--- config.mk ---
export PLATFORM = sky130hd
export DESIGN_NAME = so3_pipe
export DESIGN_NICKNAME = d
export VERILOG_FILES = /design/src/rtl/so3_pkg.sv /design/src/rtl/so3_pipe.sv
export SDC_FILE = /design/constraint.sdc
export NUM_CORES = 1
export LEC_CHECK = 0
export ABC_CLOCK_PERIOD_IN_PS = 1270
export BUFFER_PORTS_ARGS = -buffer_cell sky130_fd_sc_hd__buf_2
export CORE_MARGIN = 2
export CORE_UTILIZATION = 25
export CTS_CLUSTER_SIZE = 25
export DETAILED_ROUTE_END_ITERATION = 10
export PLACE_DENSITY = 0.4
export SLEW_MARGIN = 20
export SYNTH_ARGS = -nofsm -noshare
export SYNTH_HDL_FRONTEND = slang
export SYNTH_SLANG_ARGS = --single-unit
export TNS_END_PERCENT = 10
--- constraint.sdc ---
create_clock -name clock -period 1.27 [get_ports clock]
set_clock_uncertainty 0.2 [all_clocks]
set_input_delay 0.254 -clock clock [delete_from_list [all_inputs] [get_ports clock]]
set_output_delay 0.254 -clock clock [all_outputs]
set_load 0.005 [all_outputs]
--- src/rtl/so3_pkg.sv ---
package so3_pkg;

   localparam int NStages = 30;
   // Stages around the CORDIC: two setup, 32 root, 16 divide, 3 reduce, 3 product.
   localparam int PipeDepth = NStages + 56;
   localparam logic [33:0] PiQ30 = 34'd3373259426;
   localparam logic [33:0] TwoPiQ30 = 34'd6746518852;
   localparam logic [33:0] HalfPiQ30 = 34'd1686629713;
   localparam logic signed [33:0] GainInv = 34'sd652032874;
   localparam logic signed [15:0] OneQ14 = 16'sd16384;

   function automatic logic signed [33:0] atan_q30(input logic [4:0] i);
      logic [31:0] v;
      begin
         case (i)
            5'd0: v = 32'h3243F6A8;  5'd1: v = 32'h1DAC6705;
            5'd2: v = 32'h0FADBAFC;  5'd3: v = 32'h07F56EA6;
            5'd4: v = 32'h03FEAB76;  5'd5: v = 32'h01FFD55B;
            5'd6: v = 32'h00FFFAAA;  5'd7: v = 32'h007FFF55;
            5'd8: v = 32'h003FFFEA;  5'd9: v = 32'h001FFFFD;
            5'd10: v = 32'h000FFFFF; 5'd11: v = 32'h0007FFFF;
            5'd12: v = 32'h0003FFFF; 5'd13: v = 32'h0001FFFF;
            5'd14: v = 32'h0000FFFF; 5'd15: v = 32'h00007FFF;
            5'd16: v = 32'h00003FFF; 5'd17: v = 32'h00001FFF;
            5'd18: v = 32'h00000FFF; 5'd19: v = 32'h000007FF;
            5'd20: v = 32'h000003FF; 5'd21: v = 32'h000001FF;
            5'd22: v = 32'h000000FF; 5'd23: v = 32'h0000007F;
            5'd24: v = 32'h0000003F; 5'd25: v = 32'h0000001F;
            5'd26: v = 32'h0000000F; 5'd27: v = 32'h00000008;
            5'd28: v = 32'h00000004; 5'd29: v = 32'h00000002;
            default: v = 32'h0;
         endcase
         return $signed({2'b00, v});
      end
   endfunction

endpackage

--- src/rtl/so3_pipe.sv ---
// Generic pipeline stage tracker: one valid bit per stage with a shared stall.
module so3_pipe (
   input  logic clock,
   input  logic reset,
   input  logic adv,
   input  logic in_valid,
   output logic [so3_pkg::PipeDepth-1:0] valid
);
   localparam int Depth = so3_pkg::PipeDepth;
   logic [Depth-1:0] valid_ff;
   logic [Depth-1:0] valid_in;

   assign valid_in = {valid_ff[Depth-2:0], in_valid};
   assign valid = valid_ff;

   always_ff @(posedge clock) begin
      if (reset) begin
         valid_ff <= '0;
      end else if (adv) begin
         valid_ff <= valid_in;
      end
   end
endmodule

==> summary.md, run 1 <==
| Metric | Value |
|---|---|
| Outcome | finished, final reports clean |
| Core Area | between 0.01 and 0.015 sq mm |
| Synth Instances | 278 |
| Sequential area share after synthesis | 0.5587 |
| Global-route wire length before repair | around 11000 um |
| Mapped Area | approximately 0.0031 sq mm |
| Post-route ant nets | 0 |
| Post-synth top area share | 0.5587 |
| Worst Hold Class | in -> reg |
| Routed Wire Length | roughly 6600 um |
| Synthesis-stage register bit count | 86 |
| Via count | about 2200 |
| Hold wc startpoint | reset |
| Die Height | about 120 um |
| Clk buf depth | 2 |
| Tmin final | around 1200 ps |
| Placed instance count | between 500 and 600 |
| Worst path max stage delay | between 300 and 400 ps |
| Placement Setup Slack | between 3 and 4 ps |
| WHS Path Cells | 3 |
| Starting Density | 0.2566 |
| Critical path's slowest cell | dfxtp_2 |
| 1st-iter DRT viols | between 50 and 60 |
| Yosys cell types | 9 |
| H-tree depth | 3 |
| Reg-to-reg startpoint | valid[0] |
| Final nets | approximately 380 |
| Worst vdd ir | 0.8687 mV |
| Tot GR Track Use | 0.1052 |
| Largest cells by area after synthesis | dfxtp_1 56%, mux2i_1 28%, nor2_1 10% |
| Synth warn | 0 |
| Post-Syn Nets | roughly 280 |
| Total gr overflow | 0 |
| Critical path's top delay family | flip-flops |
| Met1 Track Usage GR | 0.1276 |
| Number of fill cells | about 1300 |
| Post-Place Cell Area | between 0.003 and 0.004 sq mm |
| Fin crit share | 0.9819 |
| Synth area leader | dfxtp_1 |
| Max cap viols | 0 |
| Max-slew violations | 0 |
| Leak | between 2 and 2.5 nW |
| Setup crit end kind | primary output |
| Die Footprint | approximately 0.013 sq mm |
| Number of core rows | 40 |
| Root Buffer | clkbuf_16 |
| Proportion of layout cells with a drive suffix above 1 | 0.5483 |
| End of the worst register-to-register path | valid[1] |
| CTS sink cnt | 86 |
| Relative slew slack | 0.8289 |
| Cell area after layout | roughly 0.0044 sq mm |
| DRT Pass-1 Iters | 2 |
| Crit path arrival time | about 790 ps |
| Routability cong. | approximately 0.67 |
| Hold Crit Endpoint | valid[2] |
| Initial antenna violation count | 0 |
| Num CTS Buffers | 9 |
| Dpl hpwl | between 4000 and 5000 um |
| R2R setup slack | approximately 190 ps |
| Vias per cell | around 4.2 |
| Gr busiest metal | met2 |
| FF-to-FF path depth | 4 |
| Final worst setup slack | around 23 ps |
| Fin util | 0.3628 |
| Mapped Avg Cell Area | about 11 sq um |
| PortBufs | a little under 90 |
| GRT met2 Usage | 0.1522 |
| Buffers & Inverters on Critical Path | 1 |
| CTS tree | built |
| RSZ-0062 raised after global routing | true |
| # DRC | 0 |
| Wire length per cell | between 10 and 15 um |
| Critical path peak fanout | 3 |
| Slew @ Worst Pin | roughly 260 ps |
| Max Clock Freq | 801.9 MHz |
| Overall Power | between 5 and 6 mW |
| Met3 GRT Util | 0.06589 |
| Req. time, crit path | slightly above 800 ps |
| Worst-Skew Late Latency | between 300 and 400 ps |
| # IOs | 90 |
| Pwr dens | roughly 1300 mW/mm^2 |
| Final setup violation count | 0 |
| Largest net degree at the start of global routing | 57 |
| Ant diodes | 0 |
| CP Launch Type | flop |
| Max reg flops | 86 |
| Crit-path cells | buf_2 |
| Clock Pin Slew Worst Setup and Hold Paths | ~60 ps |
| Vias in the first global route | approximately 2200 |
| Area Overhead vs Synth | 41.41% |
| Post-route insts no fill | 530 |
| Fin. Hold Viols | 0 |
| Chip width | approximately 120 um |
| Setup CP Type | reg -> out |
-- Yosys cell counts --
library cell / n
mux2i_1: 86
dfxtp_1: 86
clkbuf_1: 4
buf_1: 1
nor2_1: 86
buf_12: 4
buf_4: 5
buf_8: 1
buf_2: 5
-- per-stage QoR --
step / hold slack, ps / setup TNS [ps]
6_report: 144.3 / 0
5_1_grt: 151.9 / -737.5
4_1_cts: 139.0 / -17.79
3_3_place_gp: 295.2 / 0
2_1_floorplan: 201.2 / 0
3_5_place_dp: 278.9 / 0
-- area by class of cell --
class	count	area, sq um	share of cell area
Clock buffer	13	280.3	0.06431
Sequential cell	86	1832	0.4203
Clock inverter	3	40.04	0.009187
Timing Repair Buffer	109	838.3	0.1924
Tap cell	147	183.9	0.04220
Multi-Input combinational cell	172	1184	0.2716
-- report_power, final --
group	internal, mW	leakage [nW]	switching, mW
clock	1.73	0.162	1.03
combinational	0.106	1.25	0.126
sequential	2.70	0.737	0.00346
-- per-layer routing --
layer | routed length (um) | up-vias
li1 | - | 1121
met1 | 3069 | 1047
met2 | 2855 | 69
met3 | 636 | 6
met4 | 86 | 0
met5 | 0 | -
-- how the worst max path moves through the flow --
stage	from	endpoint	slack [ps]	cells after the start
after floorplan	adv	valid[44]	60	5
after global placement	adv	valid[66]	20	4
after detailed placement	adv	valid[56]	4	4
after CTS	valid[0]	valid[0]	-10	1
after global routing	valid[59]	valid[59]	-20	1
final	valid[53]	valid[53]	20	1
-- layout by cell type (no fill, tap or decap) --
master          n
buf_2          58
bufinv_16       1
buf_12          4
clkinv_2        2
mux2i_1        86
buf_6          30
clkbuf_16       9
nor2_1         86
dfxtp_2        85
dlygate4sd3_1   1
clkbuf_8        4
dfxtp_4         1
buf_4          16
-- cells by family after synthesis --
| kind of cell | share of synthesized area |
|---|---|
| mux | 0.2793 |
| flops | 0.5587 |
| simple gates | 0.1048 |
| buf+inv | 0.05724 |
-- timing repair --
action,4_1_cts,5_1_grt
gates cloned,0,0
resized for setup,90,27
hold buffers,1,0
setup buffers,6,4
endpoints found under the setup margin,85,80
hold endpoints to repair,1,0
No activity file was read; power rests on OpenSTA's default activity.
==> run 2: changes to the inputs <==
Settings changed: ABC_AREA set to 1, CORE_MARGIN 2 to 5.
==> run 2 against run 1 <==
Worst hold slack got worse by 47 ps. Flip-flop and latch count unchanged. Sequential power increased by 13%. Die area up 26%. Clock power decreased by 6%. Via count rose by 40%. Critical path type unchanged.
==> summary.md, run 2 <==
| Metric | Value |
|---|---|
| EDFF count, synth | 0 (unchanged) |
| Reg-to-reg startpoint | valid[74] |
| Synth area leader | dfxtp_1 |
| Largest net degree at the start of global routing | 47 (-18%) |
| Crit path arrival time | 800 ps (about the same) |
| Max Clock Freq | 796.8 MHz (-0.64%) |
| Max reg flops | 86 (unchanged) |
| Max-slew violations | 0 (unchanged) |
| DRT Pass-1 Iters | 4 (+2) |
| PortBufs | 89 (unchanged) |
| # IOs | 90 (unchanged) |
| Worst path max stage delay | 350 ps (about the same) |
| Wire length per cell | 9.914 um (-21%) |
| Tot GR Track Use | 0.09927 (-0.005889) |
| Post-Place Cell Area | 0.004158 sq mm (+14%) |
| # DRC | 0 (unchanged) |
| Vias per cell | 3.806 (-10%) |
| Die Height | 128.9 um (+12%) |
| H-tree depth | 3 (unchanged) |
| Tmin final | 1255 ps (+8.019 ps) |
| Vias in the first global route | 2780 (+28%) |
| Buffers & Inverters on Critical Path | 1 (unchanged) |
| Placed instance count | 797 (+58%) |
| Via count | 3132 (+40%) |
| Core Area | 0.01388 sq mm (+16%) |
| Cell area after layout | 0.004865 sq mm (+12%) |
| Post-Syn Nets | 549 (+95%) |
| FF-to-FF path depth | 5 (+1) |
| Clock Pin Slew Worst Setup and Hold Paths | 60 ps (about the same) |
| Hold Crit Endpoint | valid[43] |
| Routability cong. | 0.7124 (+6.5%) |
| Starting Density | 0.2547 (-0.001830) |
| Asr flop ratio synth | 0 (unchanged) |
| Critical path's slowest cell | dfxtp_2 |
| Yosys cell types | 9 (unchanged) |
| Post-synth top area share | 0.4869 (-0.07176) |
| WHS Path Cells | 3 (unchanged) |
| Routed Wire Length | 8159 um (+23%) |
| Worst-Skew Late Latency | 340 ps (about the same) |
| CTS tree | built |
| RSZ-0062 raised after global routing | true |
| Setup CP Type | reg -> out |
| Worst vdd ir | 0.5482 mV (-37%) |
| Ant diodes | 0 (unchanged) |
| Initial antenna violation count | 0 (unchanged) |
| Hold wc startpoint | adv |
| Synth Instances | 545 (+96%) |
| WHS | 97.62 ps (-46.72 ps) |
| Critical path's top delay family | flip-flops |
| Final nets | 643 (+68%) |
| Outcome | finished, final reports clean |
| Synth cell count leaders | 172 x nand2_1, 172 x nor2_1, 86 x dfxtp_1, 86 x inv_1, 13 x buf_2 |
| Num CTS Buffers | 9 (unchanged) |
| Post-route ant nets | 0 (unchanged) |
| Setup crit end kind | primary output |
| CP Launch Type | flop |
| Fin crit share | 0.9882 (+0.006314) |
| Synthesis-stage register bit count | 86 (unchanged) |
| Fin. Hold Viols | 0 (unchanged) |
| Synth warn | 0 (unchanged) |
| Mapped Area | 0.003536 sq mm (+15%) |
| Critical path peak fanout | 3 (unchanged) |
| Largest cells by area after synthesis | dfxtp_1 49%, nand2_1 18%, nor2_1 18% |
| Relative slew slack | 0.8756 (+0.04667) |
| Dpl hpwl | 5381 um (+24%) |
| Post-route insts no fill | 823 (+55%) |
| Chip width | 128.9 um (+12%) |
| Most frequent cells in the layout | 172 x nor2_1, 172 x nand2_1, 86 x inv_1 |
| Post-synth top flop | dfxtp_1 |
| Slew @ Worst Pin | 186.7 ps (-70.00 ps) |
| Area Overhead vs Synth | 37.58% |
| CTS sink cnt | 86 (unchanged) |
| R2R setup slack | 320 ps (+130 ps) |
| Global-route wire length before repair | 13080 um (+23%) |
| Die Footprint | 0.01662 sq mm (+26%) |
| Root Buffer | clkbuf_16 |
| Number of fill cells | 1488 (+18%) |
| Max cap viols | 0 (unchanged) |
| Worst Hold Class | in -> reg |
| Clk buf depth | 2 (unchanged) |
| Proportion of layout cells with a drive suffix above 1 | 0.3219 (-0.2264) |
| Number of core rows | 43 (+7.5%) |
| Crit-path cells | buf_2 |
| Final setup violation count | 0 (unchanged) |
| Sequential area share after synthesis | 0.4869 (-0.07176) |
| End of the worst register-to-register path | valid[75] |
| Pwr dens | 1339 mW/mm^2 (+2.6%) |
| Mapped Avg Cell Area | 6.488 sq um (-41%) |
| Req. time, crit path | 820 ps (about the same) |
| 1st-iter DRT viols | 150 (+150%) |
| Total gr overflow | 0 (unchanged) |
| Leak | 2.526 nW (+17%) |
[run 2: changes by cell type after synthesis, sizes merged]
cell   before  now
nand2       0  172
mux2i      86    0
inv         0   87
buf        16   24
nor2       86  172
[run 2: final cells by class]
class                           instances  area, sq um  share of cell area
Clock buffer                           14        254.0             0.05221
Clock inverter                          1        30.03            0.006173
Inverter                               87        326.6             0.06713
Multi-Input combinational cell        344         1291              0.2654
Sequential cell                        86         1828              0.3758
Tap cell                              180        225.2             0.04630
Timing Repair Buffer                  111        909.6              0.1870
[run 2: how the worst max path moves through the flow]
| stage | startpoint | to | slack (ps) | cells after the start |
|---|---|---|---|---|
| after CTS | valid[52] | valid[52] | -20 | 1 |
| after global routing | valid[52] | valid[52] | -30 | 1 |
| after global placement | adv | valid[75] | 70 | 5 |
| final | valid[52] | valid[52] | 10 | 1 |
| after detailed placement | reset | valid[9] | 60 | 5 |
| after floorplan | adv | valid[10] | 170 | 5 |
[run 2: worst register-to-register path: cells and delay by family (launching register included)]
kind | cells | cell delay, ps
buffers and inverters | 2 | 170
DFF | 1 | 330
and+or+nand+nor | 3 | 140
[run 2: per-layer routing]
metal  routed length, um  global-route usage  up-vias
met1                3938              0.1214     1323
met4                 223             0.05930        0
li1                    -                   -     1724
met5                   0                   0        -
met2                3317              0.1448       73
met3                 679             0.04193       12
[run 2: cells by family (layout without fill, tap and decap cells)]
family	count (synthesis)	count (layout)	synth area share
flip-flops	86	86	0.4869
AND/OR/NAND/NOR	344	344	0.3652
buffers and inverters	115	213	0.1479
[run 2: power by group]
part / internal, mW / total (mW) / switching (mW)
registers: 2.91 / 3.05 / 0.138
logic: 0.435 / 0.864 / 0.429
clock network: 1.57 / 2.60 / 1.03
total: 4.92 / 6.52 / 1.60
[run 2: repair_timing]
item	CTS	global route
hold endpoints to repair	1	0
buffers inserted	6	4
resized for setup	95	27
gates cloned	0	0
endpoints found under the setup margin	85	68
hold buffers	1	0
[run 2: per-stage QoR]
| step | setup WS [ps] | util | TNS, ps | power, mW |
|---|---|---|---|---|
| after floorplan | 167.1 | - | 0 | 3.539 |
| after global placement | 71.23 | 0.2995 | 0 | 3.812 |
| after detailed placement | 61.10 | 0.2995 | 0 | 3.827 |
| after CTS | -17.89 | 0.3361 | -53.08 | 6.578 |
| after global routing | -25.03 | 0.3505 | -469.8 | 6.905 |
| final | 14.99 | 0.3505 | 0 | 6.516 |
